[src/sv/zdt_pkg.sv]
package zdt_pkg;

  // defaults for the top-level parameters
  localparam int NUM_ZONES_DEF = 8;
  localparam int FPS_DEF       = 60;

  // largest dwell time in seconds (8-bit field)
  localparam int MAX_SECONDS = 255;

  // fixed field widths
  localparam int COORD_W = 10;
  localparam int SEC_W   = 8;
  localparam int DIAM_W  = 8;
  localparam int THR_W   = 11;
  localparam int SLOT_W  = 3;
  localparam int PROG_W  = 14;

  // shared multiplier operand and product widths
  localparam int MUL_W  = 11;
  localparam int PROD_W = 2 * MUL_W;

  // action codes
  localparam logic ACT_DEFINE = 1'b0;
  localparam logic ACT_POLL   = 1'b1;

  // configuration register indexes
  localparam logic CFG_DIAMETER  = 1'b0;
  localparam logic CFG_THRESHOLD = 1'b1;

  // reset values of the configuration registers
  localparam logic [DIAM_W-1:0] DIAMETER_RST  = 8'd16;
  localparam logic [THR_W-1:0]  THRESHOLD_RST = 11'd32;

  typedef struct packed {
    logic               touch;
    logic [SEC_W-1:0]   seconds;
    logic [COORD_W-1:0] h;
    logic [COORD_W-1:0] w;
    logic [COORD_W-1:0] y;
    logic [COORD_W-1:0] x;
  } zone_t;

  // write strobes into the zone table
  typedef struct packed {
    logic def_wr;  // define a slot (also clears its dwell counter)
    logic cnt_wr;  // store an updated dwell counter
  } tbl_ctl_t;

endpackage

[src/sv/zdt_table.sv]
module zdt_table #(
  parameter int NUM_ZONES = zdt_pkg::NUM_ZONES_DEF,
  parameter int CNT_W     = 14,
  localparam int IDX_W    = (NUM_ZONES > 1) ? $clog2(NUM_ZONES) : 1
) (
  input  logic                 clk,
  input  logic                 rst,
  input  zdt_pkg::tbl_ctl_t    ctl,
  input  logic [IDX_W-1:0]     def_addr,
  input  zdt_pkg::zone_t       def_zone,
  input  logic [IDX_W-1:0]     addr,
  input  logic [CNT_W-1:0]     cnt_data,
  output zdt_pkg::zone_t       rd_zone,
  output logic                 rd_valid,
  output logic [CNT_W-1:0]     rd_cnt
);

  zdt_pkg::zone_t   zone_mem [NUM_ZONES];
  logic [CNT_W-1:0] dwell_mem [NUM_ZONES];
  logic [NUM_ZONES-1:0] valid;

  // zone entries: written by define, read registered at the sequencer address
  always_ff @(posedge clk) begin
    if (ctl.def_wr) begin
      zone_mem[def_addr] <= def_zone;
    end
    rd_zone <= zone_mem[addr];
  end

  // dwell counters: cleared by define, updated at the end of each zone step
  always_ff @(posedge clk) begin
    if (ctl.def_wr) begin
      dwell_mem[def_addr] <= '0;
    end else if (ctl.cnt_wr) begin
      dwell_mem[addr] <= cnt_data;
    end
    rd_cnt <= dwell_mem[addr];
  end

  // valid bits, cleared at reset
  always_ff @(posedge clk) begin
    if (rst) begin
      valid <= '0;
    end else if (ctl.def_wr) begin
      valid[def_addr] <= 1'b1;
    end
  end

  always_ff @(posedge clk) begin
    rd_valid <= valid[addr];
  end

endmodule

[src/sv/zone_dwell_trigger.sv]
// Define item: taken when start is seen while idle, gives no result; busy stays low.
// Poll item: one result per zone, each zone stepped through the states RD, PREP,
// SQX, SQY, THR, LIM and UPD in turn. One 11x11 multiplier is
// reused for dx^2, dy^2, threshold^2 and the dwell limit of each zone.
// Results are strobed for one cycle each; the receiver cannot stall.
// Reset (synchronous) clears all zone valid bits and restores the registers.
module zone_dwell_trigger #(
  parameter int NUM_ZONES         = zdt_pkg::NUM_ZONES_DEF,
  parameter int FRAMES_PER_SECOND = zdt_pkg::FPS_DEF
) (
  input  logic                          clk,
  input  logic                          rst,
  input  logic                          start,
  output logic                          busy,
  input  logic                          action,
  input  logic [zdt_pkg::SLOT_W-1:0]    zone_index,
  input  logic [zdt_pkg::COORD_W-1:0]   zone_x,
  input  logic [zdt_pkg::COORD_W-1:0]   zone_y,
  input  logic [zdt_pkg::COORD_W-1:0]   zone_w,
  input  logic [zdt_pkg::COORD_W-1:0]   zone_h,
  input  logic [zdt_pkg::SEC_W-1:0]     zone_seconds,
  input  logic                          zone_touch,
  input  logic [zdt_pkg::COORD_W-1:0]   ball_x,
  input  logic [zdt_pkg::COORD_W-1:0]   ball_y,
  input  logic                          cfg_valid,
  output logic                          cfg_ready,
  input  logic                          cfg_index,
  input  logic [zdt_pkg::THR_W-1:0]     cfg_data,
  output logic                          result_valid,
  output logic [zdt_pkg::SLOT_W-1:0]    zone_number,
  output logic                          zone_active,
  output logic                          fired,
  output logic [zdt_pkg::PROG_W-1:0]    dwell_progress,
  output logic                          last
);

  localparam int IDX_W = (NUM_ZONES > 1) ? $clog2(NUM_ZONES) : 1;
  localparam int CNT_W = $clog2(zdt_pkg::MAX_SECONDS * FRAMES_PER_SECOND + 1);
  localparam int MUL_W  = zdt_pkg::MUL_W;
  localparam int PROD_W = zdt_pkg::PROD_W;
  localparam int W      = zdt_pkg::COORD_W + 1;

  localparam logic [IDX_W-1:0] LAST_IDX = IDX_W'(NUM_ZONES - 1);
  localparam logic [MUL_W-1:0] FPS_OP   = MUL_W'(FRAMES_PER_SECOND);

  // sequencer states
  localparam logic [2:0] S_IDLE = 3'd0;
  localparam logic [2:0] S_RD   = 3'd1;
  localparam logic [2:0] S_PREP = 3'd2;
  localparam logic [2:0] S_SQX  = 3'd3;
  localparam logic [2:0] S_SQY  = 3'd4;
  localparam logic [2:0] S_THR  = 3'd5;
  localparam logic [2:0] S_LIM  = 3'd6;
  localparam logic [2:0] S_UPD  = 3'd7;

  logic [2:0] state;
  logic [2:0] state_next;

  logic [zdt_pkg::DIAM_W-1:0] ball_diameter;
  logic [zdt_pkg::THR_W-1:0]  prox_threshold;

  logic [zdt_pkg::COORD_W-1:0] bx;
  logic [zdt_pkg::COORD_W-1:0] by;
  logic [IDX_W-1:0]            zone_ctr;

  logic                 accept;
  zdt_pkg::tbl_ctl_t    ctl;
  zdt_pkg::zone_t       def_zone;
  zdt_pkg::zone_t       rd_zone;
  logic                 rd_valid;
  logic [CNT_W-1:0]     rd_cnt;
  logic [CNT_W-1:0]     cnt_next;
  logic                 fire_now;

  logic [W-1:0] dx;
  logic [W-1:0] dy;
  logic         touch_hit;
  logic         hit;
  logic [PROD_W:0]      acc;
  logic [CNT_W-1:0]     limit;

  logic [MUL_W-1:0]  mul_a;
  logic [MUL_W-1:0]  mul_b;
  logic [PROD_W-1:0] prod;

  logic [W-1:0] zcx, zcy, bcx, bcy, dx_c, dy_c;
  logic [W-1:0] bxe, bye, xhi, yhi;
  logic [W-1:0] x_lo, y_lo, bx_w, by_w;
  logic         hx, hy;
  logic [CNT_W+zdt_pkg::PROG_W-1:0] prog_ext;

  assign accept    = start && !busy;
  assign busy      = (state != S_IDLE);
  assign cfg_ready = 1'b1;

  // configuration registers
  always_ff @(posedge clk) begin
    if (rst) begin
      ball_diameter  <= zdt_pkg::DIAMETER_RST;
      prox_threshold <= zdt_pkg::THRESHOLD_RST;
    end else if (cfg_valid && cfg_ready) begin
      case (cfg_index)
        zdt_pkg::CFG_DIAMETER:  ball_diameter  <= cfg_data[zdt_pkg::DIAM_W-1:0];
        zdt_pkg::CFG_THRESHOLD: prox_threshold <= cfg_data;
        default: ;
      endcase
    end
  end

  // zone table and dwell counters
  assign def_zone.touch   = zone_touch;
  assign def_zone.seconds = zone_seconds;
  assign def_zone.h       = zone_h;
  assign def_zone.w       = zone_w;
  assign def_zone.y       = zone_y;
  assign def_zone.x       = zone_x;

  assign ctl.def_wr = accept && (action == zdt_pkg::ACT_DEFINE) &&
                      (7'(zone_index) < 7'(NUM_ZONES));
  assign ctl.cnt_wr = (state == S_UPD) && rd_valid;

  zdt_table #(
    .NUM_ZONES (NUM_ZONES),
    .CNT_W     (CNT_W)
  ) u_table (
    .clk      (clk),
    .rst      (rst),
    .ctl      (ctl),
    .def_addr (IDX_W'(zone_index)),
    .def_zone (def_zone),
    .addr     (zone_ctr),
    .cnt_data (cnt_next),
    .rd_zone  (rd_zone),
    .rd_valid (rd_valid),
    .rd_cnt   (rd_cnt)
  );

  // sequencer
  always_comb begin
    state_next = state;
    case (state)
      S_IDLE: if (accept && (action == zdt_pkg::ACT_POLL)) state_next = S_RD;
      S_RD:   state_next = S_PREP;
      S_PREP: state_next = S_SQX;
      S_SQX:  state_next = S_SQY;
      S_SQY:  state_next = S_THR;
      S_THR:  state_next = S_LIM;
      S_LIM:  state_next = S_UPD;
      S_UPD:  state_next = (zone_ctr == LAST_IDX) ? S_IDLE : S_RD;
      default: state_next = S_IDLE;
    endcase
  end

  always_ff @(posedge clk) begin
    if (rst) begin
      state    <= S_IDLE;
      zone_ctr <= '0;
    end else begin
      state <= state_next;
      if (state == S_IDLE) begin
        zone_ctr <= '0;
      end else if (state == S_UPD) begin
        zone_ctr <= zone_ctr + 1'b1;
      end
    end
  end

  // ball position of the current poll
  always_ff @(posedge clk) begin
    if (accept && (action == zdt_pkg::ACT_POLL)) begin
      bx <= ball_x;
      by <= ball_y;
    end
  end

  // centre distances and edge touch test
  always_comb begin
    x_lo = W'(rd_zone.x);
    y_lo = W'(rd_zone.y);
    bx_w = W'(bx);
    by_w = W'(by);
    zcx  = x_lo + W'(rd_zone.w[zdt_pkg::COORD_W-1:1]);
    zcy  = y_lo + W'(rd_zone.h[zdt_pkg::COORD_W-1:1]);
    bcx  = bx_w + W'(ball_diameter[zdt_pkg::DIAM_W-1:1]);
    bcy  = by_w + W'(ball_diameter[zdt_pkg::DIAM_W-1:1]);
    dx_c = (zcx > bcx) ? (zcx - bcx) : (bcx - zcx);
    dy_c = (zcy > bcy) ? (zcy - bcy) : (bcy - zcy);
    bxe  = bx_w + W'(ball_diameter);
    bye  = by_w + W'(ball_diameter);
    xhi  = x_lo + W'(rd_zone.w);
    yhi  = y_lo + W'(rd_zone.h);
    hx   = ((x_lo <= bx_w) && (bx_w <= xhi)) || ((x_lo <= bxe) && (bxe <= xhi));
    hy   = ((y_lo <= by_w) && (by_w <= yhi)) || ((y_lo <= bye) && (bye <= yhi));
  end

  // shared multiplier operands
  always_comb begin
    case (state)
      S_SQX: begin
        mul_a = dx;
        mul_b = dx;
      end
      S_SQY: begin
        mul_a = dy;
        mul_b = dy;
      end
      S_THR: begin
        mul_a = prox_threshold;
        mul_b = prox_threshold;
      end
      S_LIM: begin
        mul_a = MUL_W'(rd_zone.seconds);
        mul_b = FPS_OP;
      end
      default: begin
        mul_a = '0;
        mul_b = '0;
      end
    endcase
  end

  assign prod = mul_a * mul_b;

  // datapath registers, one multiplier step per cycle
  always_ff @(posedge clk) begin
    case (state)
      S_PREP: begin
        dx        <= dx_c;
        dy        <= dy_c;
        touch_hit <= hx && hy;
      end
      S_SQX: acc <= (PROD_W + 1)'(prod);
      S_SQY: acc <= acc + (PROD_W + 1)'(prod);
      S_THR: hit <= rd_zone.touch ? touch_hit : (acc <= (PROD_W + 1)'(prod));
      S_LIM: limit <= prod[CNT_W-1:0];
      default: ;
    endcase
  end

  // dwell counter update
  always_comb begin
    fire_now = 1'b0;
    cnt_next = '0;
    if (hit) begin
      if (rd_cnt < limit) begin
        cnt_next = rd_cnt + 1'b1;
      end else begin
        fire_now = 1'b1;
      end
    end
  end

  assign prog_ext = {{zdt_pkg::PROG_W{1'b0}}, cnt_next};

  // result register
  always_ff @(posedge clk) begin
    if (rst) begin
      result_valid <= 1'b0;
    end else begin
      result_valid <= (state == S_UPD);
    end
  end

  always_ff @(posedge clk) begin
    if (state == S_UPD) begin
      zone_number    <= zdt_pkg::SLOT_W'(zone_ctr);
      zone_active    <= rd_valid;
      fired          <= rd_valid && fire_now;
      dwell_progress <= rd_valid ? prog_ext[zdt_pkg::PROG_W-1:0] : '0;
      last           <= (zone_ctr == LAST_IDX);
    end
  end

endmodule

[config.mk]
export PLATFORM = sky130hd
export DESIGN_NAME = zone_dwell_trigger
export DESIGN_NICKNAME = d
export VERILOG_FILES = /design/src/sv/zdt_pkg.sv /design/src/sv/zdt_table.sv /design/src/sv/zone_dwell_trigger.sv
export SDC_FILE = /design/constraint.sdc
export NUM_CORES = 1
export LEC_CHECK = 0
export BUFFER_PORTS_ARGS = -buffer_cell sky130_fd_sc_hd__buf_2
export CAP_MARGIN = 20
export CORE_MARGIN = 5
export CORE_UTILIZATION = 30
export CTS_CLUSTER_SIZE = 10
export DETAILED_ROUTE_END_ITERATION = 7
export PLACE_DENSITY_LB_ADDON = 0.1
export SYNTH_ARGS = -nofsm -noshare
export SYNTH_HDL_FRONTEND = slang
export SYNTH_SLANG_ARGS = --single-unit
[constraint.sdc]
create_clock -name clk -period 10.3 [get_ports clk]
set_clock_uncertainty 0.2 [all_clocks]
set_input_delay 1.03 -clock clk [delete_from_list [all_inputs] [get_ports clk]]
set_output_delay 1.03 -clock clk [all_outputs]
set_load 0.01 [all_outputs]
# After elaboration in Yosys (flattened, before gate mapping)
# Memory sizes are Yosys's and may differ from the RTL's. A register that Yosys moved wholly into a read port is not among the register bits.
# Index checks and enable logic that the tools add are counted.
op_classes:
  order_cmp: 15
  multipliers: 1
  bitwise: 3
  eq_ne: 9
  addsub: 15
  n_reduce_logical: 21
  mux: 25
ops:
  columns: ["op", "n"]
  rows:
  - ["11-bit one-hot mux with 4 select lines", 2]
  - ["23-bit one-hot mux with 2 select lines", 1]
  - ["10-bit by 11-bit <= comparator with 1-bit output", 4]
  - ["11-bit subtractor", 4]
  - ["14-bit two-way mux", 3]
  - ["3-bit one-hot mux with 8 select lines", 1]
  - ["23-bit by 22-bit adder with 23-bit output", 1]
  - ["23-bit by 22-bit <= comparator with 1-bit output", 1]
  - ["10-bit by 10-bit adder with 11-bit output", 2]
  - ["10-bit by 7-bit adder with 11-bit output", 2]
  - ["10-bit by 8-bit adder with 11-bit output", 2]
  - ["10-bit by 9-bit adder with 11-bit output", 2]
  - ["11-bit > comparator", 2]
  - ["11-bit <= comparator", 2]
  - ["11-bit by 11-bit multiplier with 22-bit output", 1]
  - ["11-bit two-way mux", 2]
  - ["10-bit <= comparator", 2]
  - ["3-bit equality test (second input constant)", 5]
  - ["14-bit by 1-bit adder with 14-bit output (second input constant)", 1]
  - ["14-bit < comparator", 1]
  - ["14-bit OR reduction", 1]
  - ["1-bit two-way mux", 12]
  - ["1-bit logical AND", 11]
  - ["3-bit by 4-bit < comparator with 1-bit output (second input constant)", 2]
  - ["other kinds (17)", 22]
word_totals:
  memories: 2
  output_inout_bits: 23
  register_bits: 136
  input_bits: 89
  elab_cells: 111
  mem_bits_rw: 504
mem_list:
  columns: ["name", "words", "width", "rd", "rd_ports_with_merged_regs", "write_ports", "line_no", "rtl"]
  rows:
  - ["u_table.zone_mem", 8, 49, 1, 1, 1, "zdt_table.sv:18", "zdt_pkg::zone_t zone_mem [NUM_ZONES];"]
  - ["u_table.dwell_mem", 8, 14, 1, 1, 1, "zdt_table.sv:19", "logic [CNT_W-1:0] dwell_mem [NUM_ZONES];"]

# Logic depth before layout (Yosys ltp)
depth:
  word_depth: 8
  depth_mapped: 37
  mapped_depth_nobuf: 37

# Hierarchy
# Synthesis repeated with hierarchy kept, for this count alone.
unflattened:
  cells_unflattened: 2857
  hier_area_um2: 37973.9
modules_own_cells:
  columns: ["mod", "seq_area_each_um2", "instances", "area_per_inst_um2", "cells_each"]
  rows:
  - ["zdt_table", 16575.9, 1, 20776.2, 871]
  - ["zone_dwell_trigger", 3553.4, 1, 17197.7, 1986]

# Least setup slack after synthesis
# No wires, ideal clock.
synth_timing:
  path_kind: "reg-to-reg"
  from: "register state[0]"
  to: "register acc[21], data pin"
  n_path_buf: 3
  period_less_slack_ns: 8.340
  setup_ns: 0.272
  t_arrival_ns: 7.867
  setup_slack_ns: 1.960
  path_stages_with_launch: 32
  required_time_ns: 9.828
  path_cell_list: "dfxtp_1 > clkbuf_1 > buf_1 > nand2b_1 > nor2_1 > a21oi_1 > or2_2 > fa_1 > inv_1 > ha_1 > fa_1 > ha_1 > fa_1 > ha_1 > a21oi_1 > o31ai_1 > or3_1 > a31o_2 > o21a_1 > nor2_1 > xnor2_1 > ha_1 > clkbuf_1 > a21o_1 > a21oi_1 > o21ai_0 > a31o_1 > and4_4 > a2111oi_4 > a21oi_1 > xnor2_1 > mux2i_1"
synth_via:
  elab_chain_cells: 5
  word_cells_on_any_way: 9
  classes_between: "add/sub (1); mul (1); eq/ne (4); mux (3)"
synth_lines:
  columns: ["item", "line_no", "rtl"]
  rows:
  - ["start, declared", "zone_dwell_trigger.sv:56", "logic [2:0] state;"]
  - ["start signal, assigned", "zone_dwell_trigger.sv:159", "state <= state_next;"]
  - ["3-bit equality test (tied with other cells)", "zone_dwell_trigger.sv:198", "case (state)"]
  - ["11-bit one-hot mux with 4 select lines", "zone_dwell_trigger.sv:198", null]
  - ["11-bit by 11-bit multiplier with 22-bit output", "zone_dwell_trigger.sv:222", "assign prod = mul_a * mul_b;"]
  - ["23-bit by 22-bit adder with 23-bit output", "zone_dwell_trigger.sv:233", "S_SQY: acc <= acc + (PROD_W + 1)'(prod);"]
  - ["23-bit one-hot mux with 2 select lines (*)", "zone_dwell_trigger.sv:226", "case (state)"]
  - ["end signal, assigned", "zone_dwell_trigger.sv:232", "S_SQX: acc <= (PROD_W + 1)'(prod);"]
  - ["end signal, assigned", "zone_dwell_trigger.sv:233", null]
  - ["end, declared", "zone_dwell_trigger.sv:79", "logic [PROD_W:0] acc;"]
# Mark *: on every way between the ends. The rest lies on a longest branch, timed or not.
# A chain may end at the register's enable or synchronous reset.

# Final worst setup path
layout_timing:
  from: "register state[0]"
  to: "register acc[22], data pin"
layout_via:
  elab_chain_cells: 5
  word_cells_on_any_way: 9
  classes_between: "add/sub (1); mul (1); eq/ne (4); mux (3)"
layout_lines:
  columns: ["item", "line_no", "rtl"]
  rows:
  - ["3-bit equality test or 3-bit by 2-bit equality test with 1-bit output (tied branches)", "zone_dwell_trigger.sv:198", null]
  - ["11-bit one-hot mux with 4 select lines", "zone_dwell_trigger.sv:198", null]
  - ["11-bit by 11-bit multiplier with 22-bit output (*)", "zone_dwell_trigger.sv:222", null]
  - ["named net prod[0]", "zone_dwell_trigger.sv:84", "logic [PROD_W-1:0] prod;"]
  - ["23-bit by 22-bit adder with 23-bit output (*)", "zone_dwell_trigger.sv:233", null]
  - ["23-bit one-hot mux with 2 select lines (*)", "zone_dwell_trigger.sv:226", null]
# Mark *: on every way through the listed nets, which the timed path passes. The rest lies on a longest branch.

==> impl_metrics.json <==
{
  "intPower_mw": 4.99,
  "cts_root_buf": "clkbuf_16",
  "die_w_um": 364,
  "ir_worst_vdd_uv": 144,
  "clk_pin_slew_ns": 0.06,
  "p_comb_share_pct": 8.9,
  "gp_congestion": 0.809,
  "r2r_start": "state[0]",
  "status": "completed",
  "dieArea_um2": 132000,
  "cts_hold_buf": 0,
  "cts-buffers-inserted": 86,
  "drt_iter0_drc": 1130,
  "hold_viol": 0,
  "antenna_found_initial": 12,
  "required_ns": 10.48,
  "row_count": 129,
  "ctsHtreeMaxLevel": 3,
  "final_common_cell": "edfxtp_1",
  "clockPowerShare_pct": 42.6,
  "async_flop_share_pct": 0,
  "swShare_pct": 23.9,
  "cp_max_fo": 15,
  "post-route-min-period_ns": 8.89,
  "synth_seq_cells": 703,
  "tns_ns": 0,
  "power_density_nw_per_um2": 154,
  "worst_pin_slew_ns": 1.13,
  "worstHoldStart": "u_table.valid[6]",
  "worst-r2r-cell-count": 34,
  "relSlewSlack_pct": 24.1,
  "worstPathArrival_ns": 9.07,
  "cts_tree": "yes",
  "nNetsFinal": 3424,
  "synth-edff-count": 605,
  "syn-num-nets": 3277,
  "grt_pass1_vias": 23900,
  "worstReg2RegEnd": "acc[22]",
  "switchingPower_mw": 1.57,
  "synth_area_um2": 37500,
  "worst_setup_path_start_kind": "flop",
  "firstDrtPassIters": 5,
  "crit_end": "acc[22]",
  "drive_gt1_share_pct": 16.0,
  "rsz0062_at_grt": "false",
  "finalSetupViolations": 0,
  "initial_core_util_pct": 30.3,
  "final_cells": 4650,
  "end_kind": "flop",
  "overflow": 0,
  "startpoint": "state[0]",
  "core_um2": 124000,
  "synth_warnings": 0,
  "pin_count": 112,
  "p_total_mw": 6.57,
  "syn_to_final_growth_pct": 14.0,
  "whs_ns": 0.266,
  "r2r_setup_slack_ns": 1.41,
  "clkLatencyLatePin_ns": 0.67,
  "power.leakage_nw": 16.3,
  "clock.fmax_mhz": 112,
  "grt_pass1_wl_mm": 148,
  "maxSlewViolCount": 0,
  "synthFlopType": "edfxtp_1",
  "cpMaxStageDelayCell": "dfxtp_1",
  "critical_path_class": "reg -> reg",
  "dr_total_vias": 22100,
  "ys_types": 66,
  "avgSynthCellArea_um2": 13.4,
  "ant_nets": 0,
  "p_seq_share_pct": 48.5,
  "cts_sinks": 703,
  "layout_setup_ws_ns": 1.41,
  "drc_errors": 0,
  "ctsResizeCount": 0,
  "place_ws_ns": 1.44,
  "place_hpwl_mm": 68.9,
  "wl_per_cell_um": 21.1,
  "via_per_inst": 4.75,
  "clockBufferDepth": 3,
  "seq_area_frac_synth_pct": 53.7,
  "critPathMaxStageDelay_ns": 0.59,
  "layout.cells.most_common_list": "edfxtp_1, ha_1, inv_1, a21oi_1, nor2_1",
  "worstHoldPathType": "reg -> reg",
  "grt_max_degree": 97,
  "synthCells": 2792,
  "grt_usage_pct": 14.9,
  "dp_cells": 4485,
  "die_h_um": 364,
  "numPortBuffers": 110,
  "post_cts_buffers": 0,
  "routed_wl_mm": 97.9,
  "fin_crit_sh_pct": 86.4,
  "maxCapViolations": 0
}
area by class of cell:
class	count	area (µm²)
fill	12100	81200
antenna	6	15.0
multi-input combinational	1718	16000
clock inverter	17	193
clock buffer	139	2410
timing repair buffer	147	858
tap	1637	2050
sequential	703	20100
inverter	283	1060
cells in the mapped netlist (all sizes together), types with 24 or more instances:
library cell	n	area, µm²
mux4	128	2880
xnor2	94	823
o21a	24	180
mux2i	29	290
clkbuf	62	233
edfxtp	605	18200
fa	90	1800
mux2	65	732
ha	306	3830
buf	26	139
o21ai	93	465
nor2	160	601
nor3	53	265
nor2b	36	225
xor2	38	333
nand2b	35	219
dfxtp	98	1960
inv	283	1060
nand3	28	145
o21bai	40	300
nand2	137	514
a21o	58	435
nand4	24	150
a21oi	163	827
how the worst min path moves through the flow:
| stage | to | slack, ns | depth (start not counted) |
|---|---|---|---|
| floorplan | zone_number[1] | 0.23 | 0 |
| finish | u_table.valid[6] | 0.27 | 2 |
| global placement | u_table.valid[6] | 0.24 | 2 |
| detailed placement | u_table.valid[6] | 0.26 | 2 |
| CTS | u_table.valid[6] | 0.27 | 2 |
| global route | u_table.valid[1] | 0.29 | 2 |
sequential cells by signal (all words and copies together) (netlist names), 14 cells and up:
signal,count
u_table.dwell_mem,112
u_table.rd_zone,49
limit,14
u_table.zone_mem,392
dwell_progress,14
u_table.rd_cnt,14
acc,23
critical path, delay by kind of cell (launching register included):
kind	cells	cell delay, ns
compound gates	10	2.54
xor+xnor	2	0.35
fa+ha+maj	7	3.02
buf+inv	6	0.73
flops	1	0.59
mux	1	0.22
simple gates	8	0.94
power by group through the flow:
| stage | registers, mW | clock network, mW | logic [mW] |
|---|---|---|---|
| detailed placement | 3.24 | 0 | 0.587 |
| global placement | 3.24 | 0 | 0.579 |
| global route | 3.19 | 3.03 | 0.659 |
| CTS | 3.18 | 2.91 | 0.590 |
| floorplan | 3.23 | 0 | 0.415 |
| finish | 3.18 | 2.80 | 0.584 |
per-layer routing:
layer	global-route usage [%]	routed length [µm]	part of all wire (%)
met1	19.0	42900	44
met2	25.5	47700	49
met3	2.61	4030	4.1
met4	5.19	3220	3.3
met5	0	27	0.028
kinds of logic (layout without fill, tap and decap cells):
logic type / Yosys count / after routing / share of synthesized area (%)
simple gates: 520 / 520 / 6.50
mux: 222 / 222 / 10.4
fa+ha+maj: 396 / 396 / 15.0
compound gates: 447 / 447 / 7.50
buf+inv: 371 / 586 / 3.82
xor+xnor: 132 / 132 / 3.08
flops: 703 / 703 / 53.7
other cells: 1 / 7 / 0.0100
per-stage QoR:
stage / utilization [%] / cell area, µm²
6_report: 34.5 / 42700
3_3_place_gp: 32.3 / 40100
3_5_place_dp: 32.3 / 40100
2_1_floorplan: - / 37500
4_1_cts: 34.4 / 42700
5_1_grt: 34.5 / 42700
No activity file was read; power rests on OpenSTA's default activity.
